File: config.mk
export PLATFORM = sky130hd
export DESIGN_NAME = p1305_front
export DESIGN_NICKNAME = d
export VERILOG_FILES = /design/src/rtl/p1305_pkg.sv /design/src/rtl/p1305_front.sv
export SDC_FILE = /design/constraint.sdc
export NUM_CORES = 1
export LEC_CHECK = 0
export BUFFER_PORTS_ARGS = -buffer_cell sky130_fd_sc_hd__buf_2
export CELL_PAD_IN_SITES_DETAIL_PLACEMENT = 2
export CELL_PAD_IN_SITES_GLOBAL_PLACEMENT = 2
export CORE_AREA = 2 2 206 208
export DETAILED_ROUTE_END_ITERATION = 8
export DIE_AREA = 0 0 208 210
export PLACE_DENSITY = 0.61
export SLEW_MARGIN = 20
export SYNTH_ARGS = -nofsm -noshare
export SYNTH_HDL_FRONTEND = slang
export SYNTH_SLANG_ARGS = --single-unit
File: constraint.sdc
create_clock -name vclk -period 1.4
set_input_delay 0.28 -clock vclk [all_inputs]
set_output_delay 0.28 -clock vclk [all_outputs]
set_load 0.05 [all_outputs]
File: src/rtl/p1305_pkg.sv
`timescale 1ns / 1ps
`default_nettype none

package p1305_pkg;

	// queue depths
	localparam int IN_DEPTH_DEF  = 4;
	localparam int OUT_DEPTH_DEF = 4;

	// configuration register indexes
	localparam logic [1:0] REG_R_LOW  = 2'd0;
	localparam logic [1:0] REG_R_HIGH = 2'd1;
	localparam logic [1:0] REG_S_LOW  = 2'd2;
	localparam logic [1:0] REG_S_HIGH = 2'd3;

	// block framing
	localparam logic [4:0] FULL_BLOCK_BYTES = 5'd16;
	localparam logic [7:0] PAD_BYTE         = 8'h01;

	// limb arithmetic
	localparam logic [25:0] LIMB_MASK  = 26'h3ffffff;
	localparam logic [31:0] LIMB_MASK32 = 32'h03ffffff;
	localparam logic [31:0] LIMB_TOP32  = 32'h04000000;

	// clamp masks for the five limbs of r, limb 0 in the low slot
	localparam logic [4:0][25:0] R_CLAMP = {
		26'h00fffff, 26'h3f03fff, 26'h3ffc0ff, 26'h3ffff03, 26'h3ffffff
	};

	// one queued message block, already padded
	typedef struct packed {
		logic [128:0] msg;
		logic         absorb;
		logic         last;
		logic [127:0] expected;
	} item_t;

	// back end status towards the top level
	typedef struct packed {
		logic take;
		logic take_last;
	} core_stat_t;

	// accumulator snapshot handed to the final reduction
	typedef struct packed {
		logic            valid;
		logic [4:0][26:0] acc;
		logic [127:0]    expected;
	} fin_t;

	// one result transaction
	typedef struct packed {
		logic [127:0] tag;
		logic         match;
	} res_t;

	// split r into 26-bit limbs and clamp
	function automatic logic [4:0][25:0] clamp_r(input logic [127:0] key);
		logic [4:0][25:0] l;
		for (int i = 0; i < 4; i++) begin
			l[i] = key[26*i +: 26] & R_CLAMP[i];
		end
		l[4] = {2'b00, key[127:104]} & R_CLAMP[4];
		return l;
	endfunction

endpackage

`default_nettype wire

File: src/rtl/p1305_front.sv
`timescale 1ns / 1ps
`default_nettype none

module p1305_front (
	input  logic               push,
	output logic               full,
	input  logic [63:0]        block_low,
	input  logic [63:0]        block_high,
	input  logic [4:0]         byte_count,
	input  logic               last_block,
	input  logic [63:0]        expected_low,
	input  logic [63:0]        expected_high,
	input  logic               q_full,
	output logic               q_push,
	output p1305_pkg::item_t   q_item
);

	import p1305_pkg::*;

	logic [4:0]   cnt;
	logic [127:0] data;
	logic [127:0] padded;

	assign full   = q_full;
	assign q_push = push;

	// saturate the count, pad the block and classify the transaction
	always_comb begin
		cnt  = (byte_count > FULL_BLOCK_BYTES) ? FULL_BLOCK_BYTES : byte_count;
		data = {block_high, block_low};
		for (int b = 0; b < 16; b++) begin
			if (5'(b) < cnt) begin
				padded[8*b +: 8] = data[8*b +: 8];
			end else if (5'(b) == cnt) begin
				padded[8*b +: 8] = PAD_BYTE;
			end else begin
				padded[8*b +: 8] = 8'h00;
			end
		end
		q_item.msg      = {(cnt == FULL_BLOCK_BYTES), padded};
		q_item.absorb   = (cnt != 5'd0);
		q_item.last     = last_block;
		q_item.expected = {expected_high, expected_low};
	end

endmodule

`default_nettype wire

==> impl_metrics.tcl, run 1 <==
set metrics [dict create \
    status "complete, but fails checks" \
    violations "negative setup slack" \
    power.density_nw_per_um2 471 \
    synth_top_area_share 0.459 \
    tightest_slew_ps 289 \
    netlist_area_sq_um 2140 \
    die_y_microns 210 \
    top_usage_layer "met2" \
    seqCellArea_sq_um 0 \
    syn-num-nets 584 \
    core_sq_um 41500 \
    p_int_mw 1.29 \
    postLayoutSetupSlackWorst_ps -310 \
    final_cells 1045 \
    avgRoutedWirePerCell_microns 16.3 \
    ys_warn_count 0 \
    die_x_microns 208 \
    cp.required_ps 1120 \
    nClkBuffers 0 \
    critical_path_class "primary input to primary output" \
    setup_violations 129 \
    yosysMostFrequentCell "buf_4" \
    grt_max_degree 12 \
    design.die.area_sq_um 43700 \
    dp.final_hpwl_microns 14300 \
    finalCriticalPeriod_ps 1710 \
    grt_overflow 0 \
    first_iter_violations 62 \
    synth_area_leader_cell "buf_4" \
    synth.area.top_cells "buf_4 46%, nor2b_1 24%, and2_1 8.5%, nor2_1 2.1%, a21oi_1 1.6%" \
    combPwrFrac 1.000 \
    layout_worst_path_cycle_share 1.22 \
    syn_avg_cell_area_sq_um 6.70 \
    nFlopsAndLatches 0 \
    syn_inst 320 \
    grt_pass1_vias 3207 \
    cp-start-kind "primary input" \
    leakagePower_nw 2.79 \
    cp_max_fo 6 \
    drc 0 \
    portBuffers 263 \
    track_usage 0.0719 \
    firstDrtPassIters 4 \
    finalMaxSlewViolations 0 \
    antenna_found_initial 0 \
    n_antenna_cell 0 \
    rsz0062_at_grt "yes" \
    grtUsageMet2 0.148 \
    start_util 0.0517 \
    holdPathStages 0 \
    dpl_worst_slack_ps -553 \
    grt_pass1_wl_microns 22800 \
    wl_microns 17000 \
    gp_congestion 0.705 \
    rows 75 \
    seq_area_frac_synth 0 \
    synth_common_cells "131 x buf_4, 81 x nor2b_1, 29 x and2_1" \
    min_path_type "primary input to primary output" \
    end_kind "primary output" \
    max_cap_violations 0 \
    ys_types 31 \
    slew_headroom 0.806 \
    drive_gt1_frac 0.964 \
    area_growth_pct 184 \
    met3_usage 0.0247 \
    final-hold-violation-count 0 \
    vias 2835 \
    ios 525 \
    ant_nets 0 \
    peakVddDrop_v 0.000156 \
    p_clk_frac 0 \
    grt_use_met1 0.0622 \
    num-nets-final 772 \
    arrival_ps 1430 \
    via_per_inst 2.71 \
    p_sw_frac 0.548 \
    place_inst 1017 \
    net-switching-power_mw 1.57 \
    seq_power_share 0 \
    clock.fmax_mhz 585 \
]
## metal layers
metal  up-vias  wire (microns)
met3        70            1820
met1      1289            4760
met4         0             858
met5         -               0
met2       234            9600
li1       1242               -
## power by group through the flow
stage / clock [mW] / combinational, mW / sequential [mW]
finish: 0 / 2.86 / 0
global route: 0 / 2.98 / 0
floorplan: 0 / 2.39 / 0
global placement: 0 / 2.21 / 0
detailed placement: 0 / 2.23 / 0
CTS: 0 / 2.76 / 0
## cells in the final DEF, fill, tap and decap left out, types with 2 or more instances in the layout
| master | n |
|---|---|
| buf_12 | 42 |
| nand2_1 | 2 |
| nand2_4 | 3 |
| buf_4 | 26 |
| nor2b_1 | 5 |
| nand3_4 | 2 |
| buf_2 | 133 |
| and2_4 | 29 |
| o21ai_2 | 3 |
| nor2_1 | 2 |
| buf_16 | 2 |
| inv_1 | 3 |
| nand2_8 | 2 |
| a31oi_4 | 3 |
| nand2_2 | 2 |
| and2b_4 | 3 |
| a21oi_2 | 3 |
| mux2_4 | 2 |
| or2_4 | 3 |
| nor2b_2 | 14 |
| nor2_4 | 9 |
| nor3_4 | 3 |
| buf_8 | 51 |
| a21oi_4 | 7 |
| buf_6 | 74 |
| nor2b_4 | 62 |
## final cells by class
class | instances | area [sq um]
inverters | 3 | 11.3
fillers | 4801 | 35400
repair buffers | 328 | 3360
multi-input cells | 175 | 2040
well taps | 539 | 674
## path summary, 6_finish.rpt
path	from	end	slack, ps
setup / recovery	byte_count[2]	q_item[138]	-310
hold / removal	expected_low[16]	q_item[16]	560
## through the flow
| step | setup TNS, ps | hold slack [ps] | utilization | total power, mW | area, sq um |
|---|---|---|---|---|---|
| 4_1_cts | -27180 | 560 | 0.137 | 2.76 | 5690 |
| 5_1_grt | -30830 | 560 | 0.147 | 2.98 | 6080 |
| 3_5_place_dp | -42280 | 560 | 0.106 | 2.23 | 4390 |
| 2_1_floorplan | -14210 | 717 | - | 2.39 | 2740 |
| 3_3_place_gp | -41060 | 560 | 0.106 | 2.21 | 4390 |
| 6_report | -25370 | 560 | 0.147 | 2.86 | 6080 |
## worst max-delay path, stage by stage
cell	delay, ps
buf_12	110
buf_12	130
buf_12	140
nor3_4	270
mux2_4	340
buf_8	150
## cells by family (layout without fill, tap and decap cells)
logic type,Yosys count,count (layout),share of synthesized area
simple gates,148,149,0.417
buf+inv,146,331,0.496
mux,2,2,0.0123
compound gates,24,24,0.0747
## timing repair
item / CTS / global route
setup endpoints to repair: 129 / 127
endpoints found under the hold margin: 0 / 0
hold buffers: 0 / 0
gates resized for setup: 299 / 95
buffers inserted: 17 / 11
pin swaps: 20 / 31
cloned: 4 / 0
No activity file was read; power rests on OpenSTA's default activity.
==> inputs of run 2 (changes only) <==
--- a/config.mk
+++ b/config.mk
@@ -11,7 +11,9 @@
 export CORE_AREA = 2 2 206 208
 export DETAILED_ROUTE_END_ITERATION = 8
 export DIE_AREA = 0 0 208 210
+export GPL_ROUTABILITY_DRIVEN = 0
 export PLACE_DENSITY = 0.61
+export SKIP_LAST_GASP = 1
 export SLEW_MARGIN = 20
 export SYNTH_ARGS = -nofsm -noshare
 export SYNTH_HDL_FRONTEND = slang
==> run 2 against run 1 <==
Net effect:
- largest cell class unchanged
- sequential share of layout area stayed put
- flip-flop and latch count unchanged
- fmax increased by 0.30%
- first-iteration DRC count fell by 16%
- the flow still finishes with violations (negative setup slack)
- setup slack better by 5.1 ps
==> impl_metrics.tcl, run 2 (synthesis gave the netlist of run 1 again) <==
set metrics [dict create \
    finalMaxSlewViolations 0 \
    max_cap_violations 0 \
    power.density_nw_per_um2 470 \
    multi_input_area_sq_um 2030 \
    drive_gt1_frac 0.955 \
    finalCriticalPeriod_ps 1700 \
    end_kind "primary output" \
    setup_violations 129 \
    track_usage 0.0716 \
    num-nets-final 772 \
    violations "negative setup slack" \
    area_growth_pct 183 \
    core_sq_um 41500 \
    avgRoutedWirePerCell_microns 16.2 \
    grtUsageMet2 0.147 \
    cp.required_ps 1120 \
    ios 525 \
    layout_common_cells "133 x buf_2, 73 x buf_6, 62 x nor2b_4, 50 x buf_8, 42 x buf_12" \
    status "complete, but fails checks" \
    final_common_cell "buf_2" \
    grt_max_degree 12 \
    vias 2828 \
    layout_worst_path_cycle_share 1.22 \
    grt_overflow 0 \
    hold_buffers 0 \
    combPwrFrac 1.000 \
    met3_usage 0.0246 \
    portBuffers 263 \
    p_clk_frac 0 \
    stdcell_area_sq_um 6060 \
    die_y_microns 210 \
    rows 75 \
    slew_headroom 0.806 \
    rsz0062_at_grt "yes" \
    cp_max_fo 6 \
    nClkBuffers 0 \
    peakVddDrop_v 0.000156 \
    holdPathStages 0 \
    net-switching-power_mw 1.57 \
    top_usage_layer "met2" \
    firstDrtPassIters 4 \
    n_antenna_cell 0 \
    fillers 4806 \
    dp.final_hpwl_microns 14300 \
    design.die.area_sq_um 43700 \
    place_area_sq_um 4390 \
    ant_nets 0 \
    first_iter_violations 52 \
    arrival_ps 1420 \
    antenna_found_initial 0 \
    min_path_type "primary input to primary output" \
    critical_path_class "primary input to primary output" \
    postLayoutSetupSlackWorst_ps -304 \
    tightest_slew_ps 290 \
    via_per_inst 2.71 \
    drc 0 \
    cp-start-kind "primary input" \
    start_util 0.0517 \
    grt_pass1_vias 3198 \
    dpl_worst_slack_ps -553 \
    wl_microns 17000 \
    p_int_mw 1.29 \
    clock.fmax_mhz 587 \
    final-hold-violation-count 0 \
    leakagePower_nw 2.79 \
    p_sw_frac 0.549 \
    die_x_microns 208 \
    grt_pass1_wl_microns 22700 \
    nFlopsAndLatches 0 \
    seqCellArea_sq_um 0 \
    seq_power_share 0 \
    grt_use_met1 0.0622 \
]
[run 2: cell counts in the layout (fill, tap and decap cells not counted)]
Identical to the previous run, type by type.
[run 2: metrics by stage]
stage               instances   util  hold WS (ps)  total power [mW]  TNS [ps]
floorplan                 320      -           717              2.39    -14210
global placement         1017  0.106           560              2.21    -41060
detailed placement       1017  0.106           560              2.23    -42280
CTS                      1038  0.136           560              2.74    -27360
global route             1045  0.146           560              2.98    -31100
finish                   1045  0.146           560              2.85    -25380
[run 2: worst max-delay path: stages]
cell and delay (ps):
buf_12 110, buf_12 130, buf_12 140, nor3_4 270
mux2_4 340, buf_8 150
[run 2: layout make-up]
| type | count | area share |
|---|---|---|
| multi-input cells | 175 | 0.335 |
| well taps | 539 | 0.111 |
| inverters | 3 | 0.00186 |
| repair buffers | 328 | 0.552 |
[run 2: timing repair]
action	CTS	global route
endpoints found under the setup margin	129	127
setup buffers	17	11
hold endpoints to repair	0	0
gates cloned	4	0
gates resized for setup	292	95
pin swaps	20	33
[run 2: power groups by stage]
| stage | clock network, mW | registers, mW | logic [mW] |
|---|---|---|---|
| global route | 0 | 0 | 2.98 |
| finish | 0 | 0 | 2.85 |
| floorplan | 0 | 0 | 2.39 |
| global placement | 0 | 0 | 2.21 |
| CTS | 0 | 0 | 2.74 |
| detailed placement | 0 | 0 | 2.23 |
[run 2: final timing paths]
kind	from	endpoint	slack (ps)
setup / recovery	byte_count[2]	q_item[138]	-300
hold / removal	expected_low[16]	q_item[16]	560
[run 2: per-layer routing]
metal,wire length (microns),share of wire
met3,1740,0.10
met4,879,0.052
met2,9550,0.56
met5,0,0
met1,4810,0.28
