[src/rtl/p1305_fifo.sv]
`timescale 1ns / 1ps
`default_nettype none

module p1305_fifo #(
	parameter int WIDTH = 8,
	parameter int DEPTH = 4
) (
	input  logic             clk,
	input  logic             arst_n,
	input  logic             push,
	output logic             full,
	input  logic [WIDTH-1:0] wdata,
	input  logic             pop,
	output logic             empty,
	output logic [WIDTH-1:0] rdata
);

	localparam int PTR_W = (DEPTH > 1) ? $clog2(DEPTH) : 1;
	localparam int CNT_W = $clog2(DEPTH + 1);

	logic [WIDTH-1:0] mem_q [DEPTH];
	logic [PTR_W-1:0] wr_ptr_q;
	logic [PTR_W-1:0] rd_ptr_q;
	logic [CNT_W-1:0] count_q;
	logic             do_push;
	logic             do_pop;

	assign full    = (count_q == CNT_W'(DEPTH));
	assign empty   = (count_q == '0);
	assign do_push = push & ~full;
	assign do_pop  = pop & ~empty;
	assign rdata   = mem_q[rd_ptr_q];

	// pointers and fill level
	always_ff @(posedge clk or negedge arst_n) begin
		if (!arst_n) begin
			wr_ptr_q <= '0;
			rd_ptr_q <= '0;
			count_q  <= '0;
		end else begin
			if (do_push) begin
				wr_ptr_q <= (wr_ptr_q == PTR_W'(DEPTH - 1)) ? '0 : wr_ptr_q + 1'b1;
			end
			if (do_pop) begin
				rd_ptr_q <= (rd_ptr_q == PTR_W'(DEPTH - 1)) ? '0 : rd_ptr_q + 1'b1;
			end
			if (do_push && !do_pop) begin
				count_q <= count_q + 1'b1;
			end else if (do_pop && !do_push) begin
				count_q <= count_q - 1'b1;
			end
		end
	end

	// storage
	always_ff @(posedge clk) begin
		if (do_push) begin
			mem_q[wr_ptr_q] <= wdata;
		end
	end

endmodule

`default_nettype wire

[config.mk]
export PLATFORM = sky130hd
export DESIGN_NAME = p1305_fifo
export DESIGN_NICKNAME = d
export VERILOG_FILES = /design/src/rtl/p1305_fifo.sv
export SDC_FILE = /design/constraint.sdc
export NUM_CORES = 1
export LEC_CHECK = 0
export BUFFER_PORTS_ARGS = -buffer_cell sky130_fd_sc_hd__buf_2
export CAP_MARGIN = 15
export CORE_MARGIN = 2
export CORE_UTILIZATION = 35
export DETAILED_ROUTE_END_ITERATION = 6
export PLACE_DENSITY = 0.49
export REMOVE_ABC_BUFFERS = 1
export SLEW_MARGIN = 20
export SYNTH_ARGS = -nofsm -noshare
export SYNTH_HDL_FRONTEND = slang
export SYNTH_SLANG_ARGS = --single-unit
[constraint.sdc]
create_clock -name clk -period 3.5 [get_ports clk]
set_input_delay 0 -clock clk [delete_from_list [all_inputs] [get_ports clk]]
set_output_delay 0 -clock clk [all_outputs]
set_load 0.02 [all_outputs]
==> results of run 1 <==
## logic make-up after synthesis
logic type | count (synthesis) | share of synthesized area (%)
mux | 13 | 15.5
buf+inv | 5 | 1.24
flops | 39 | 70.2
fa+ha+maj | 7 | 5.88
simple gates | 12 | 5.49
xor+xnor | 3 | 1.62
## report_power, final
group	total [W]	leakage [nW]	internal (W)	switching, W
Clock	0.000295	0.0412	0.000139	0.000155
Sequential	0.000743	0.375	0.000629	0.000115
Combinational	0.000548	0.328	0.000286	0.000262
## path summary, 6_finish.rpt
check,startpoint,to,slack [ns],cells after the start
worst max register to register,count_q[1],count_q[2],1.50,8
min in group clk,pop,rd_ptr_q[0],0.09,3
max in group asynchronous,arst_n,count_q[2],3.27,2
worst min register to register,count_q[2],count_q[2],0.51,1
worst min-delay path,arst_n,count_q[0],0.07,2
worst max-delay path,count_q[1],count_q[2],1.50,8
## placed cells by master, fill, tap and decap left out, drive strengths merged
cell type,count
edfxtp,32
nand2b,1
dlygate4sd3,9
inv,3
nand2,1
nor2b,1
mux2,5
xnor2,1
and2,3
nor3,1
mux4,8
nor2,4
dfrtp,7
buf,21
ha,6
clkinvlp,1
fa,1
nor3b,1
clkinv,1
xor2,2
clkbuf,6
## state kept, by name, summed over array words and instances, names as in the netlist
name      flops
count_q       3
mem_q        32
wr_ptr_q      2
rd_ptr_q      2
## worst max-delay path: stages, from the launching register on
cell and delay (ns):
sky130_fd_sc_hd__dfrtp_1 0.46, sky130_fd_sc_hd__nor3_1 0.26, sky130_fd_sc_hd__nand2b_4 0.19, sky130_fd_sc_hd__ha_1 0.18, sky130_fd_sc_hd__inv_1 0.06, sky130_fd_sc_hd__fa_1 0.37
sky130_fd_sc_hd__xor2_1 0.15, sky130_fd_sc_hd__nor2_1 0.11, sky130_fd_sc_hd__xor2_1 0.15
## through the flow
step	area, µm²	instances	hold slack, ns
after floorplan	1610	77	-0.296
after global placement	1780	150	-0.151
after detailed placement	1780	150	-0.149
after CTS	1950	167	0.0727
after global routing	1950	167	0.0866
final	1950	167	0.0696
## layout make-up
type	instances	area share [%]
clock buffer	6	3.71
clock inverter	2	0.640
inverter	3	0.576
multi-input combinational	35	23.6
sequential	39	58.1
tap	52	3.33
timing repair buffer	30	9.99
## metal layers
metal  track usage (%)  vias up  wire length (µm)  part of all wire [%]
li1                  -      370                 -                     -
met1              14.3      392              1170                    45
met2              16.3       15              1260                    49
met3              4.58        5               115                   4.4
met4              5.03        0                44                   1.7
met5                 0        -                 0                     0
==> flow_results.xml, run 1 <==
<?xml version="1.0" encoding="UTF-8"?>
<metrics>
  <group name="synthesis">
    <metric name="synth.ff_latch_count" unit="">39</metric>
    <metric name="netlist_top_cells_area" unit="">sky130_fd_sc_hd__edfxtp_1, sky130_fd_sc_hd__mux4_2, sky130_fd_sc_hd__dfrtp_1</metric>
    <metric name="postSynthCellCount" unit="">79</metric>
    <metric name="yosys.area.top_type" unit="">sky130_fd_sc_hd__edfxtp_1</metric>
    <metric name="synth_most_common_cell" unit="">sky130_fd_sc_hd__edfxtp_1</metric>
    <metric name="netlist_top_cells_count" unit="">sky130_fd_sc_hd__edfxtp_1, sky130_fd_sc_hd__mux4_2, sky130_fd_sc_hd__dfrtp_1</metric>
    <metric name="synth-edff-count" unit="">32</metric>
    <metric name="synth-main-ff-cell" unit="">sky130_fd_sc_hd__edfxtp_1</metric>
    <metric name="sequential_element_share_of_the_synthesized_area" unit="%">70.2</metric>
    <metric name="post_synth_instance_area" unit="mm²">0.00162</metric>
    <metric name="netlist.area_leader.share" unit="%">59.4</metric>
    <metric name="postSynth.asyncResetShare" unit="%">17.9</metric>
    <metric name="yosys_warnings" unit="">0</metric>
    <metric name="yosysUniqueCellTypes" unit="">19</metric>
    <metric name="synth_area_per_cell" unit="µm²">20.5</metric>
  </group>
  <group name="timing">
    <metric name="final-setup-viol-count" unit="">0</metric>
    <metric name="worst_slack" unit="ns">1.50</metric>
    <metric name="tightestPinTransition" unit="ns">0.878</metric>
    <metric name="final_hold_violating_endpoints" unit="">0</metric>
    <metric name="final_worst_path_cycle_share" unit="%">57.1</metric>
    <metric name="timing.max_slew.rel_slack" unit="%">41.2</metric>
    <metric name="max_freq" unit="GHz">0.501</metric>
    <metric name="totalNegativeSetupSlack" unit="ns">0</metric>
    <metric name="rsz0062_at_grt" unit="">no</metric>
    <metric name="final-max-slew-violation-count" unit="">0</metric>
    <metric name="fin_worst_skew" unit="ns">0.00555</metric>
    <metric name="min_period" unit="ns">2.00</metric>
  </group>
  <group name="die">
    <metric name="fp.dieW" unit="µm">72.0</metric>
    <metric name="placeableCoreArea" unit="mm²">0.00441</metric>
    <metric name="die_height" unit="µm">72.0</metric>
    <metric name="die_area" unit="mm²">0.00518</metric>
    <metric name="initial_utilization" unit="%">36.6</metric>
    <metric name="placement_rows" unit="">24</metric>
    <metric name="design.portCount" unit="">22</metric>
  </group>
  <group name="finish">
    <metric name="antenna-diode-count" unit="">0</metric>
    <metric name="fillerInstances" unit="">401</metric>
    <metric name="multi_input_logic_area" unit="µm²">462</metric>
    <metric name="layout.area.seq" unit="mm²">0.00114</metric>
    <metric name="num-nets-final" unit="">133</metric>
    <metric name="synthToLayoutAreaGrowth" unit="%">20.8</metric>
    <metric name="layout.core_utilization" unit="%">44.3</metric>
    <metric name="fraction_of_layout_cells_with_a_size_suffix_above_1" unit="%">38.3</metric>
  </group>
  <group name="grt">
    <metric name="first_global_vias" unit="">763</metric>
    <metric name="overflow" unit="">0</metric>
    <metric name="grt_start_max_net_pins" unit="">13</metric>
    <metric name="grt_antenna_before_repair" unit="">0</metric>
    <metric name="grt_pass1_wl" unit="µm">3940</metric>
    <metric name="grt_use_total" unit="%">11.0</metric>
  </group>
  <group name="cts">
    <metric name="max-clock-path-buffers" unit="">2</metric>
    <metric name="clockRootBuffer" unit="">sky130_fd_sc_hd__clkbuf_8</metric>
    <metric name="cts_tree" unit="">yes</metric>
    <metric name="cts-resized-gates" unit="">0</metric>
    <metric name="clock_latency" unit="ns">0.29</metric>
    <metric name="clk_pin_slew" unit="ns">0.07</metric>
    <metric name="htreeDepth" unit="">2</metric>
    <metric name="cts_made_buffers" unit="">5</metric>
    <metric name="cts_num_sinks" unit="">39</metric>
    <metric name="hold_buffers" unit="">9</metric>
    <metric name="post_cts_buffers" unit="">0</metric>
  </group>
  <group name="route">
    <metric name="route.antenna.remaining_nets" unit="">0</metric>
    <metric name="post_drt_via_cell_ratio" unit="">4.68</metric>
    <metric name="post_dr_wirelength_cell" unit="µm">15.5</metric>
    <metric name="final_routed_wirelength" unit="µm">2590</metric>
    <metric name="via_count" unit="">782</metric>
    <metric name="number_of_detailed_routing_iterations_run_before_antenna_repair" unit="">3</metric>
    <metric name="drc_errors" unit="">0</metric>
    <metric name="detailedRoute.firstIterationViolations" unit="">63</metric>
  </group>
  <group name="setup_path">
    <metric name="required_time_of_the_worst_setup_path" unit="ns">3.71</metric>
    <metric name="cp-end-kind" unit="">flop</metric>
    <metric name="start_kind" unit="">flop</metric>
    <metric name="path_class" unit="">flop to flop</metric>
    <metric name="critical_path_arrival" unit="ns">2.21</metric>
    <metric name="critical_path.max_fanout" unit="">4</metric>
  </group>
  <group name="place">
    <metric name="dp_slack" unit="ns">1.48</metric>
    <metric name="dp_hpwl" unit="µm">1700</metric>
    <metric name="routabilityCongestion" unit="">0.644</metric>
    <metric name="placement.io_buffers" unit="">21</metric>
  </group>
  <group name="flow_run">
    <metric name="max_cap_viol_count" unit="">0</metric>
  </group>
  <group name="power">
    <metric name="ir_worst_vdd" unit="µV">317</metric>
    <metric name="fin_total_pwr" unit="W">0.00159</metric>
    <metric name="power-per-cell-area" unit="mW/mm²">811</metric>
    <metric name="static-leakage-power" unit="nW">0.744</metric>
  </group>
  <group name="outcome">
    <metric name="run_status" unit="">finished, final reports clean</metric>
  </group>
  <group name="hold_path">
    <metric name="hold_path_class" unit="">input port to asynchronous set/reset pin</metric>
  </group>
</metrics>
Note: power is estimated with default switching activity, not from simulation.
==> inputs of run 2 (changes only) <==
- clock period: 3.5 -> 2 ns (I/O delays scaled with it)
==> flow_results.xml, run 2 (synthesis gave the netlist of run 1 again) <==
<?xml version="1.0" encoding="UTF-8"?>
<metrics>
  <group name="timing">
    <metric name="worst_slack" unit="ns">0.0713</metric>
    <metric name="final_hold_violating_endpoints" unit="">0</metric>
    <metric name="max_freq" unit="GHz">0.518</metric>
    <metric name="final_worst_path_cycle_share" unit="%">96.4</metric>
    <metric name="totalNegativeSetupSlack" unit="ns">0</metric>
    <metric name="tightestPinTransition" unit="ns">0.852</metric>
    <metric name="final-setup-viol-count" unit="">0</metric>
    <metric name="fin_worst_skew" unit="ns">0.00558</metric>
    <metric name="timing.max_slew.rel_slack" unit="%">43.0</metric>
    <metric name="final-max-slew-violation-count" unit="">0</metric>
    <metric name="min_period" unit="ns">1.93</metric>
  </group>
  <group name="setup_path">
    <metric name="critical_path.max_fanout" unit="">4</metric>
    <metric name="reg2reg_setup_slack" unit="ns">0.07</metric>
    <metric name="start_kind" unit="">flop</metric>
    <metric name="r2r_path_start" unit="">count_q[1]</metric>
    <metric name="worst_r2r_endpoint" unit="">count_q[1]</metric>
    <metric name="required_time_of_the_worst_setup_path" unit="ns">2.17</metric>
    <metric name="path_class" unit="">flop to flop</metric>
    <metric name="worst_setup_path_startpoint" unit="">count_q[1]</metric>
    <metric name="cp-end-kind" unit="">flop</metric>
    <metric name="critical_path_arrival" unit="ns">2.10</metric>
    <metric name="timing.reg2reg.worst_path_depth" unit="">6</metric>
    <metric name="cp-endpoint" unit="">count_q[1]</metric>
  </group>
  <group name="flow_run">
    <metric name="max_cap_viol_count" unit="">0</metric>
  </group>
  <group name="cts">
    <metric name="clock_latency" unit="ns">0.28</metric>
    <metric name="htreeDepth" unit="">2</metric>
    <metric name="cts_tree" unit="">yes</metric>
    <metric name="clk_pin_slew" unit="ns">0.07</metric>
    <metric name="max-clock-path-buffers" unit="">2</metric>
    <metric name="cts_num_sinks" unit="">39</metric>
    <metric name="cts_made_buffers" unit="">5</metric>
    <metric name="clockRootBuffer" unit="">sky130_fd_sc_hd__clkbuf_8</metric>
  </group>
  <group name="finish">
    <metric name="fillerInstances" unit="">389</metric>
    <metric name="biggest_regs" unit="">mem_q x32, count_q x3</metric>
    <metric name="largest_register_ffs" unit="">32</metric>
    <metric name="commonest_non_fill_non_tap_cell_in_the_layout" unit="">sky130_fd_sc_hd__edfxtp_1</metric>
    <metric name="antenna-diode-count" unit="">0</metric>
    <metric name="synthToLayoutAreaGrowth" unit="%">23.7</metric>
    <metric name="largest-register" unit="">mem_q</metric>
    <metric name="most_used_cells_in_the_layout_excluding_fill_and_tap_cells" unit="">sky130_fd_sc_hd__edfxtp_1, sky130_fd_sc_hd__buf_2, sky130_fd_sc_hd__dlygate4sd3_1, sky130_fd_sc_hd__mux4_2, sky130_fd_sc_hd__ha_1</metric>
    <metric name="fraction_of_layout_cells_with_a_size_suffix_above_1" unit="%">45.0</metric>
    <metric name="num-nets-final" unit="">138</metric>
  </group>
  <group name="die">
    <metric name="design.portCount" unit="">22</metric>
    <metric name="fp.dieW" unit="µm">72.0</metric>
    <metric name="die_area" unit="mm²">0.00518</metric>
    <metric name="initial_utilization" unit="%">36.6</metric>
    <metric name="die_height" unit="µm">72.0</metric>
    <metric name="placement_rows" unit="">24</metric>
    <metric name="placeableCoreArea" unit="mm²">0.00441</metric>
  </group>
  <group name="grt">
    <metric name="overflow" unit="">0</metric>
    <metric name="first_global_vias" unit="">829</metric>
    <metric name="grt_antenna_before_repair" unit="">0</metric>
    <metric name="grt_start_max_net_pins" unit="">13</metric>
    <metric name="grt_pass1_wl" unit="µm">4140</metric>
    <metric name="grt_use_total" unit="%">11.3</metric>
  </group>
  <group name="route">
    <metric name="via_count" unit="">793</metric>
    <metric name="number_of_detailed_routing_iterations_run_before_antenna_repair" unit="">3</metric>
    <metric name="post_drt_via_cell_ratio" unit="">4.61</metric>
    <metric name="final_routed_wirelength" unit="µm">2600</metric>
    <metric name="detailedRoute.firstIterationViolations" unit="">17</metric>
    <metric name="route.antenna.remaining_nets" unit="">0</metric>
    <metric name="post_dr_wirelength_cell" unit="µm">15.1</metric>
    <metric name="drc_errors" unit="">0</metric>
  </group>
  <group name="outcome">
    <metric name="run_status" unit="">finished, final reports clean</metric>
  </group>
  <group name="power">
    <metric name="ir_worst_vdd" unit="µV">505</metric>
    <metric name="power.clock.fraction" unit="%">17.4</metric>
    <metric name="internal_power" unit="W">0.00191</metric>
    <metric name="fin_total_pwr" unit="W">0.00285</metric>
    <metric name="seq_power_share" unit="%">45.6</metric>
    <metric name="power_switching" unit="W">0.000943</metric>
    <metric name="power.share.combinational" unit="%">37.0</metric>
    <metric name="static-leakage-power" unit="nW">0.774</metric>
    <metric name="netSwitchingFraction" unit="%">33.1</metric>
    <metric name="power-per-cell-area" unit="mW/mm²">1420</metric>
  </group>
  <group name="place">
    <metric name="routabilityCongestion" unit="">0.622</metric>
    <metric name="dp_slack" unit="ns">-0.0357</metric>
    <metric name="dp_hpwl" unit="µm">1720</metric>
    <metric name="placement.io_buffers" unit="">21</metric>
  </group>
  <group name="hold_path">
    <metric name="hold_path_class" unit="">input port to asynchronous set/reset pin</metric>
  </group>
</metrics>
-- run 2: cell count changes in the layout (fill, tap and decap cells not counted), sizes merged --
cell and change:
clkinvlp -1, clkbuf -1, buf +5, clkinv +2
-- run 2: power by group through the flow --
| stage | Combinational, W | Sequential [W] | Clock, W |
|---|---|---|---|
| 3_5_place_dp | 0.000985 | 0.00133 | 0 |
| 2_1_floorplan | 0.000739 | 0.00126 | 0 |
| 5_1_grt | 0.00116 | 0.00133 | 0.000549 |
| 6_report | 0.00105 | 0.00130 | 0.000495 |
| 3_3_place_gp | 0.000959 | 0.00132 | 0 |
| 4_1_cts | 0.00101 | 0.00132 | 0.000512 |
-- run 2: layout make-up --
cell class	instances	area [µm²]	area share, %
multi-input combinational	35	469	23.5
clock inverter	3	15.0	0.750
inverter	3	11.3	0.563
tap	52	65.1	3.25
clock buffer	5	68.8	3.44
timing repair buffer	35	233	11.6
sequential	39	1140	56.9
-- run 2: worst min-delay path by stage --
stage                     cells past startpoint  startpoint          end
after floorplan                               0      arst_n   count_q[0]
after global placement                        1      arst_n  wr_ptr_q[0]
after detailed placement                      1      arst_n  wr_ptr_q[0]
after CTS                                     2      arst_n  wr_ptr_q[0]
after global routing                          3         pop  rd_ptr_q[1]
final                                         2      arst_n   count_q[1]
-- run 2: through the flow --
step / area (µm²) / cells / hold slack (ns) / utilization (%)
2_1_floorplan: 1610 / 77 / -0.296 / -
3_3_place_gp: 1790 / 151 / -0.150 / 40.5
3_5_place_dp: 1790 / 151 / -0.152 / 40.5
5_1_grt: 2000 / 172 / 0.0926 / 45.3
4_1_cts: 1970 / 168 / 0.0775 / 44.6
6_report: 2000 / 172 / 0.0755 / 45.3
-- run 2: timing repair --
item                                   in CTS  in global routing
hold buffers                                9                  0
endpoints found under the hold margin      39                  0
pin swaps                                   0                  1
buffers inserted                            0                  4
resized for setup                           2                  2
setup endpoints to repair                   1                  2
-- run 2: worst max-delay path: stages (launching register included) --
cell and delay (ns):
sky130_fd_sc_hd__dfrtp_2 0.45, sky130_fd_sc_hd__nor3b_4 0.28, sky130_fd_sc_hd__nor2b_4 0.07, sky130_fd_sc_hd__ha_1 0.23, sky130_fd_sc_hd__inv_1 0.08, sky130_fd_sc_hd__fa_2 0.44
sky130_fd_sc_hd__mux2_2 0.27
-- run 2: routing by layer --
metal | GRT usage [%] | up-vias | wire, µm | part of all wire [%]
met5 | 0 | - | 0 | 0
li1 | - | 378 | - | -
met2 | 19.3 | 14 | 1400 | 54
met4 | 4.40 | 0 | 17 | 0.65
met1 | 13.0 | 399 | 1090 | 42
met3 | 4.17 | 2 | 96 | 3.7
