File: src/rtl/p1305_pkg.sv
`timescale 1ns / 1ps
`default_nettype none

package p1305_pkg;

	// queue depths
	localparam int IN_DEPTH_DEF  = 4;
	localparam int OUT_DEPTH_DEF = 4;

	// configuration register indexes
	localparam logic [1:0] REG_R_LOW  = 2'd0;
	localparam logic [1:0] REG_R_HIGH = 2'd1;
	localparam logic [1:0] REG_S_LOW  = 2'd2;
	localparam logic [1:0] REG_S_HIGH = 2'd3;

	// block framing
	localparam logic [4:0] FULL_BLOCK_BYTES = 5'd16;
	localparam logic [7:0] PAD_BYTE         = 8'h01;

	// limb arithmetic
	localparam logic [25:0] LIMB_MASK  = 26'h3ffffff;
	localparam logic [31:0] LIMB_MASK32 = 32'h03ffffff;
	localparam logic [31:0] LIMB_TOP32  = 32'h04000000;

	// clamp masks for the five limbs of r, limb 0 in the low slot
	localparam logic [4:0][25:0] R_CLAMP = {
		26'h00fffff, 26'h3f03fff, 26'h3ffc0ff, 26'h3ffff03, 26'h3ffffff
	};

	// one queued message block, already padded
	typedef struct packed {
		logic [128:0] msg;
		logic         absorb;
		logic         last;
		logic [127:0] expected;
	} item_t;

	// back end status towards the top level
	typedef struct packed {
		logic take;
		logic take_last;
	} core_stat_t;

	// accumulator snapshot handed to the final reduction
	typedef struct packed {
		logic            valid;
		logic [4:0][26:0] acc;
		logic [127:0]    expected;
	} fin_t;

	// one result transaction
	typedef struct packed {
		logic [127:0] tag;
		logic         match;
	} res_t;

	// split r into 26-bit limbs and clamp
	function automatic logic [4:0][25:0] clamp_r(input logic [127:0] key);
		logic [4:0][25:0] l;
		for (int i = 0; i < 4; i++) begin
			l[i] = key[26*i +: 26] & R_CLAMP[i];
		end
		l[4] = {2'b00, key[127:104]} & R_CLAMP[4];
		return l;
	endfunction

endpackage

`default_nettype wire

File: src/rtl/p1305_final.sv
`timescale 1ns / 1ps
`default_nettype none

module p1305_final (
	input  logic              clk,
	input  logic              arst_n,
	input  p1305_pkg::fin_t   fin,
	input  logic [127:0]      s_key,
	output logic              res_push,
	output p1305_pkg::res_t   res
);

	import p1305_pkg::*;

	logic             valid_s1;
	logic             valid_s2;
	logic [4:0][26:0] h_s1;
	logic [127:0]     exp_s1;
	logic [63:0]      a_s2;
	logic [63:0]      b_s2;
	logic [127:0]     exp_s2;
	logic [4:0][26:0] hc;
	logic [63:0]      a;
	logic [63:0]      b;
	logic [64:0]      sum_lo;
	logic [63:0]      sum_hi;

	// full carry propagation
	always_comb begin
		logic [31:0] v0, v1, v2, v3, v4;
		v0 = 32'(fin.acc[0]);
		v1 = 32'(fin.acc[1]);
		v2 = 32'(fin.acc[2]);
		v3 = 32'(fin.acc[3]);
		v4 = 32'(fin.acc[4]);
		v2 = v2 + (v1 >> 26); v1 = v1 & LIMB_MASK32;
		v3 = v3 + (v2 >> 26); v2 = v2 & LIMB_MASK32;
		v4 = v4 + (v3 >> 26); v3 = v3 & LIMB_MASK32;
		v0 = v0 + (v4 >> 26) * 32'd5; v4 = v4 & LIMB_MASK32;
		v1 = v1 + (v0 >> 26); v0 = v0 & LIMB_MASK32;
		hc[0] = v0[26:0];
		hc[1] = v1[26:0];
		hc[2] = v2[26:0];
		hc[3] = v3[26:0];
		hc[4] = v4[26:0];
	end

	// subtract p when it does not borrow, then pack into two words
	always_comb begin
		logic [31:0] h0, h1, h2, h3, h4, t0, t1, t2, t3, t4;
		h0 = 32'(h_s1[0]);
		h1 = 32'(h_s1[1]);
		h2 = 32'(h_s1[2]);
		h3 = 32'(h_s1[3]);
		h4 = 32'(h_s1[4]);
		t0 = h0 + 32'd5;
		t1 = h1 + (t0 >> 26);
		t2 = h2 + (t1 >> 26);
		t3 = h3 + (t2 >> 26);
		t4 = h4 + (t3 >> 26) - LIMB_TOP32;
		if (!t4[31]) begin
			h0 = t0 & LIMB_MASK32;
			h1 = t1 & LIMB_MASK32;
			h2 = t2 & LIMB_MASK32;
			h3 = t3 & LIMB_MASK32;
			h4 = t4;
		end
		a = 64'(h0) | (64'(h1) << 26) | (64'(h2) << 52);
		b = (64'(h2) >> 12) | (64'(h3) << 14) | (64'(h4 & LIMB_MASK32) << 40);
	end

	// add s and compare against the expected tag
	assign sum_lo    = {1'b0, a_s2} + {1'b0, s_key[63:0]};
	assign sum_hi    = b_s2 + s_key[127:64] + 64'(sum_lo[64]);
	assign res.tag   = {sum_hi, sum_lo[63:0]};
	assign res.match = ({sum_hi, sum_lo[63:0]} == exp_s2);
	assign res_push  = valid_s2;

	// stage valids
	always_ff @(posedge clk or negedge arst_n) begin
		if (!arst_n) begin
			valid_s1 <= 1'b0;
			valid_s2 <= 1'b0;
		end else begin
			valid_s1 <= fin.valid;
			valid_s2 <= valid_s1;
		end
	end

	// stage payload
	always_ff @(posedge clk) begin
		if (fin.valid) begin
			h_s1   <= hc;
			exp_s1 <= fin.expected;
		end
		if (valid_s1) begin
			a_s2   <= a;
			b_s2   <= b;
			exp_s2 <= exp_s1;
		end
	end

endmodule

`default_nettype wire

File: config.mk
export PLATFORM = sky130hd
export DESIGN_NAME = p1305_final
export DESIGN_NICKNAME = d
export VERILOG_FILES = /design/src/rtl/p1305_pkg.sv /design/src/rtl/p1305_final.sv
export SDC_FILE = /design/constraint.sdc
export NUM_CORES = 1
export LEC_CHECK = 0
export BUFFER_PORTS_ARGS = -buffer_cell sky130_fd_sc_hd__buf_2
export CORE_AREA = 2 2 284 286
export DETAILED_ROUTE_END_ITERATION = 6
export DIE_AREA = 0 0 286 288
export GPL_TIMING_DRIVEN = 0
export PLACE_DENSITY = 0.67
export SKIP_LAST_GASP = 1
export SLEW_MARGIN = 5
export SYNTH_ARGS = -nofsm -noshare
export SYNTH_HDL_FRONTEND = slang
export SYNTH_SLANG_ARGS = --single-unit
File: constraint.sdc
create_clock -name clk -period 6.4 [get_ports clk]
set_input_delay 0 -clock clk [delete_from_list [all_inputs] [get_ports clk]]
set_output_delay 0 -clock clk [all_outputs]
set_load 0.05 [all_outputs]
==> impl_metrics.csv, run 1 <==
group,metric,value,unit
timing,fin_crit,8.42,ns
worst_setup_path,required,6.40,ns
clock_network,cts_tree,"done",
timing,fin_ws,-2.02,ns
drt,dr.first_iter.drc_count,2511,
cells_and_area,ff_latch_area,15500,um^2
worst_setup_path,rr_startpoint,"h_s1[6]",
clock_network,path_clk_slew,0.06,ns
drt,drt-vias-per-instance,5.57,
synth,ys_top_cells_by_area,"edfxtp_1 49%, xnor2_1 7.9%, ha_1 6.0%, xor2_1 4.0%, nand2_1 3.4%",
drt,num_vias,28200,
global_route,grt-ovfl-total,0,
status,outcome,"finished with violations",
cells_and_area,syn_to_final_growth,44.5,%
place,place.port_buffers,523,
synth,yosysSeqAreaShare,0.494,
drt,drt_drc_violations_left,2,
synth,syn_inst,2889,
timing,relSlewSlack,0.282,
cells_and_area,layout.nets,4508,
cells_and_area,drive_gt1_frac,0.315,
power_and_ir_drop,ir_worst_vdd,0.226,mV
cells_and_area,final_cell_mix,"525 x buf_2, 515 x edfxtp_1, 322 x dlygate4sd3_1, 239 x xnor2_1, 228 x nand2_1",
clock_network,clock_path_buffers,3,
cells_and_area,final_common_cell,"buf_2",
worst_setup_path,cp_slowest_cell,"a222oi_1",
die,io_pins,524,
place,pre_cts_slack,-4.44,ns
clock_network,cts_made_buffers,58,
place,hpwl,96.3,mm
timing,timing.fmax,0.119,GHz
global_route,first_global_vias,28200,
drt,drt_pre_antenna_iters,7,
job,max_cap_violations,0,
die,core_area,79600,um^2
worst_setup_path,rr_worst_depth,32,
synth,netlist_area,31400,um^2
die,num_rows,104,
global_route,grt_max_degree,91,
cells_and_area,n_fill_cell,6523,
synth,synth.distinct_cells,95,
power_and_ir_drop,power.leakage,17.9,nW
drt,detail_route.wl_per_cell,25.6,um
worst_setup_path,r2r-end,"a_s2[23]",
worst_hold_path,min_path_cells,4,
global_route,grt_pass1_wl,181,mm
place,placed_cell_area,35800,um^2
status,violations,"design-rule violations, negative setup slack",
global_route,antenna_found_initial,26,
clock_network,clock_latency,0.65,ns
synth,yosys_warnings,0,
clock_network,clk_root_buffer_cell,"clkbuf_16",
clock_network,ctsHtreeMaxLevel,2,
synth,ys.flop_type,"edfxtp_1",
drt,wirelength,130,mm
die,die_y,288,um
synth,synth-async-reset-ratio,0.00387,
die,fp.dieW,286,um
worst_setup_path,slowest_delay,0.62,ns
synth,synth_edf_count,515,
power_and_ir_drop,power,12.3,mW
worst_setup_path,end_kind,"primary output",
worst_setup_path,crit_path_max_fanout,4,
worst_hold_path,hp-start,"fin[131]",
global_route,grtUsageTotal,0.301,
timing,skew,0.0370,ns
worst_setup_path,crit_type,"reg2out",
clock_network,cts.sinks,517,
timing,setup-tns-final,-85.79,ns
timing,finalCritPeriodShare,1.32,
synth,synth_seq_cells,517,
cells_and_area,postLayoutCellArea,45300,um^2
drt,ant_nets,0,
cells_and_area,multiInputGateArea,18000,um^2
worst_setup_path,worstPathArrival,8.42,ns
die,initial_core_util,0.394,
synth,synth_top_area_frac,0.493,
worst_setup_path,path_buf_inv,2,
synth,syn_area_per_cell,10.9,um^2
power_and_ir_drop,power.density,271,nW/um^2
synth,syn_nets,3442,
timing,tightest_slew,1.08,ns
worst_setup_path,worst_setup_path_start_kind,"register",
synth,synth_top_cell_by_area,"edfxtp_1",
worst_hold_path,min_path_type,"in2reg",
timing,setup_violations,164,
worst_setup_path,reg2reg_slack,-0.77,ns
place,place.gp.congestion,0.974,
timing,hold_viol,0,
cells_and_area,fin_cells,5070,
place,placed_cells,4478,
timing,rsz0062_at_grt,"yes",
timing,final_max_slew_viol_count,0,
worst_hold_path,min_to,"h_s1[3]",
die,die-area,82400,um^2
worst_setup_path,crit_family,"compound AO/OA/AOI/OAI gates",
-- how the worst max path moves through the flow --
stage	from	to	slack, ns	cells past startpoint
floorplan	fin[181]	h_s1[49]	-0.62	44
global placement	h_s1[4]	b_s2[36]	-4.77	30
detailed placement	h_s1[4]	b_s2[16]	-4.44	30
CTS	a_s2[13]	res[0]	-1.89	29
global route	a_s2[0]	res[0]	-2.24	30
finish	a_s2[13]	res[0]	-2.02	29
-- repair_timing --
action | CTS | global route
gates cloned | 4 | 1
buffers inserted | 127 | 66
hold endpoints to repair | 349 | 0
hold buffers | 323 | 0
setup endpoints to repair | 237 | 213
pin swaps | 187 | 168
gates resized for setup | 430 | 220
-- flip-flops by register name, summed over array words and instances, names as in the netlist --
register,flops
valid_s1,1
exp_s1,128
h_s1,131
res_push,1
a_s2,64
exp_s2,128
b_s2,64
-- power breakdown --
part           switching (mW)  internal [mW]
Clock                    1.46           1.94
Sequential              0.206           4.08
Combinational            3.10           1.52
-- final cells by class --
class	instances	area share
Multi-Input combinational cell	2207	0.397
Clock buffer	67	0.0328
Timing Repair Buffer	1035	0.174
Antenna cell	13	0.000717
Tap cell	1060	0.0293
Clock inverter	35	0.00875
Sequential cell	517	0.342
Inverter	75	0.00635
Buffer	61	0.00831
-- per-layer routing --
metal	wire length (um)	global-route usage
met2	62800	0.518
met5	123	0
met1	49400	0.366
met4	7240	0.139
met3	10000	0.0533
-- Yosys cell counts (15+ instances only) --
| cell | number |
|---|---|
| and4_1 | 15 |
| nor4_1 | 33 |
| o21ai_0 | 115 |
| xnor2_1 | 282 |
| inv_1 | 75 |
| a211oi_1 | 22 |
| o211ai_1 | 18 |
| xor2_1 | 145 |
| and2_1 | 43 |
| nand2b_1 | 18 |
| buf_2 | 24 |
| and3_1 | 50 |
| nor2_1 | 181 |
| nand4_1 | 113 |
| nor3_1 | 60 |
| edfxtp_1 | 515 |
| nor2b_1 | 19 |
| nand3_1 | 129 |
| ha_1 | 151 |
| clkbuf_1 | 61 |
| o21bai_1 | 21 |
| nand2_1 | 281 |
| o21a_1 | 23 |
| a21o_1 | 44 |
| a31oi_1 | 17 |
| a21oi_1 | 181 |
-- per-stage QoR --
| stage | utilization | hold slack, ns |
|---|---|---|
| finish | 0.569 | 0.0134 |
| global route | 0.569 | 0.00460 |
| CTS | 0.552 | 0.00439 |
| detailed placement | 0.450 | -0.205 |
| global placement | 0.447 | -0.216 |
| floorplan | - | -0.296 |
-- cell families after synthesis --
| group | Yosys count | synth area share |
|---|---|---|
| AO/OA/AOI/OAI | 582 | 0.121 |
| XOR/XNOR | 446 | 0.133 |
| adder cells (fa/ha/maj) | 159 | 0.0653 |
| AND/OR/NAND/NOR | 1005 | 0.160 |
| flip-flops | 517 | 0.494 |
| buffers and inverters | 165 | 0.0213 |
| multiplexers | 15 | 0.00482 |
-- tightest hold or removal path, cell delays in order --
cell and delay (ns):
buf_2 0.11, ha_4 0.15, ha_4 0.14, xnor2_1 0.12
(Power assumes the default switching activity.)
==> run 2, diff against run 1 <==
--- a/config.mk
+++ b/config.mk
@@ -6,11 +6,11 @@
 export NUM_CORES = 1
 export LEC_CHECK = 0
 export BUFFER_PORTS_ARGS = -buffer_cell sky130_fd_sc_hd__buf_2
-export CORE_AREA = 2 2 284 286
+export CORE_AREA = 2 2 249 251
 export DETAILED_ROUTE_END_ITERATION = 6
-export DIE_AREA = 0 0 286 288
+export DIE_AREA = 0 0 251 253
 export GPL_TIMING_DRIVEN = 0
-export PLACE_DENSITY = 0.67
+export PLACE_DENSITY = 0.82
 export SKIP_LAST_GASP = 1
 export SLEW_MARGIN = 5
 export SYNTH_ARGS = -nofsm -noshare
==> run 2 against run 1 <==
  * The run ends with negative setup slack left
  * Clock power is 6% lower
  * Clock skew grew 0.012 ns
  * Non-clock buffer count increased by 27
  * Utilization up 18 points
  * Routed wire length grew 11%
  * Worst setup slack gained 0.066 ns
  * Global-route usage increased by 11 points
  * Flip-flop and latch count unchanged
  * Via count up 10%
==> impl_metrics.csv, run 2 (same netlist as run 1, synthesis figures left out) <==
group,metric,value,unit
status,outcome,"finished with violations",
status,violations,"negative setup slack",
global_route,grtUsageTotal,0.408,
cells_and_area,final_cell_mix,"518 x buf_2, 515 x edfxtp_1, 320 x dlygate4sd3_1, 232 x xnor2_1, 220 x nand2_1",
die,die-area,63500,um^2
timing,finalCritPeriodShare,1.31,
place,hpwl,90.2,mm
drt,drt_drc_violations_left,0,
clock_network,cts.sinks,517,
drt,dr.first_iter.drc_count,3903,
clock_network,cts_made_buffers,57,
power_and_ir_drop,power.leakage,18.1,nW
drt,num_vias,31200,
place,pre_cts_slack,-4.46,ns
drt,drt-vias-per-instance,6.41,
die,die_y,253,um
timing,final_max_slew_viol_count,0,
worst_setup_path,required,6.40,ns
timing,tightest_slew,0.986,ns
power_and_ir_drop,ir_worst_vdd,0.254,mV
worst_setup_path,slowest_delay,0.46,ns
cells_and_area,n_fill_cell,3650,
clock_network,clk_root_buffer_cell,"clkbuf_16",
die,initial_core_util,0.514,
timing,fin_ws,-1.95,ns
worst_hold_path,min_path_type,"in2reg",
clock_network,path_clk_slew,0.07,ns
die,fp.dieW,251,um
worst_setup_path,worstPathArrival,8.35,ns
drt,detail_route.wl_per_cell,29.6,um
drt,ant_nets,0,
timing,fin_crit,8.35,ns
clock_network,clock_latency,0.65,ns
cells_and_area,syn_to_final_growth,44.8,%
global_route,grt-ovfl-total,0,
timing,rsz0062_at_grt,"yes",
global_route,grt_pass1_wl,190,mm
global_route,antenna_found_initial,43,
cells_and_area,final_common_cell,"buf_2",
worst_setup_path,worst_setup_path_start_kind,"register",
die,num_rows,91,
power_and_ir_drop,power.density,270,nW/um^2
place,place.port_buffers,523,
clock_network,clock_path_buffers,3,
cells_and_area,reg.largest.list,"h_s1 (131), exp_s1 (128), exp_s2 (128)",
drt,wirelength,144,mm
global_route,first_global_vias,30100,
die,io_pins,524,
global_route,grt_max_degree,97,
cells_and_area,postLayoutCellArea,45400,um^2
clock_network,ctsHtreeMaxLevel,2,
drt,drt_pre_antenna_iters,6,
die,core_area,61000,um^2
timing,hold_viol,0,
worst_setup_path,crit_path_max_fanout,6,
timing,skew,0.0494,ns
timing,setup_violations,179,
cells_and_area,drive_gt1_frac,0.327,
place,placed_cell_area,35500,um^2
cells_and_area,layout.nets,4534,
cells_and_area,max_flop_register,"h_s1",
clock_network,cts_tree,"done",
timing,setup-tns-final,-143.39,ns
timing,timing.fmax,0.120,GHz
worst_setup_path,cp_slowest_cell,"edfxtp_1",
cells_and_area,largest_register_ffs,131,
job,max_cap_violations,0,
place,place.gp.congestion,0.974,
timing,relSlewSlack,0.337,
worst_setup_path,crit_type,"reg2out",
worst_setup_path,end_kind,"primary output",
## run 2: layout make-up
class / count / area (um^2) / share of cell area
clock buffer: 71 / 1480 / 0.0326
clock inverter: 31 / 239 / 0.00526
timing repair buffer: 1067 / 8230 / 0.181
sequential: 517 / 15500 / 0.342
inverter: 75 / 288 / 0.00633
multi-input combinational: 2207 / 18200 / 0.402
tap: 790 / 988 / 0.0218
antenna: 42 / 105 / 0.00231
buffer: 56 / 334 / 0.00735
## run 2: per-stage QoR
step           instances  total power [mW]  hold WS, ns  utilization
6_report            4856              12.3       0.0661        0.744
5_1_grt             4837              12.5       0.0760        0.744
4_1_cts             4740              11.7     0.000106        0.711
3_5_place_dp        4208              8.25       -0.214        0.581
3_3_place_gp        4202              8.24       -0.217        0.578
2_1_floorplan       2889              6.90       -0.296            -
## run 2: final timing paths
check                            start     endpoint  slack [ns]  cells after the start
max                            a_s2[4]       res[0]       -1.95                     28
min                            fin[45]   exp_s1[45]        0.07                      2
max reg2reg                    h_s1[6]     a_s2[16]       -1.17                     33
min reg2reg                exp_s1[116]  exp_s2[116]        0.40                      0
max in group asynchronous       arst_n     valid_s1        6.00                      3
min in group asynchronous       arst_n     res_push        0.26                      3
## run 2: power breakdown
group          switching, mW  total (mW)  leakage [nW]  internal [mW]
logic                   3.19        4.73          12.2           1.54
registers              0.241        4.32          5.06           4.08
clock network           1.49        3.21         0.837           1.72
total                   4.92        12.3          18.1           7.34
## run 2: critical path: cells and delay by family (launching register included)
family                   cells  cell delay (ns)
flip-flops                   1             0.46
adder cells (fa/ha/maj)      3             1.19
XOR/XNOR                     2             0.57
AND/OR/NAND/NOR              9             2.38
AO/OA/AOI/OAI               13             2.89
buffers and inverters        1             0.20
## run 2: per-layer routing
layer,share of wire,vias to the layer above,global-route usage
li1,-,13100,-
met1,0.33,14900,0.471
met2,0.47,2407,0.675
met3,0.11,741,0.0898
met4,0.097,6,0.288
met5,0.00028,-,0
## run 2: what timing repair did
action	CTS	global route
endpoints found under the hold margin	327	0
hold buffers	321	0
endpoints found under the setup margin	236	215
cloned	4	0
pin swaps	181	190
resized for setup	430	286
buffers inserted	131	103
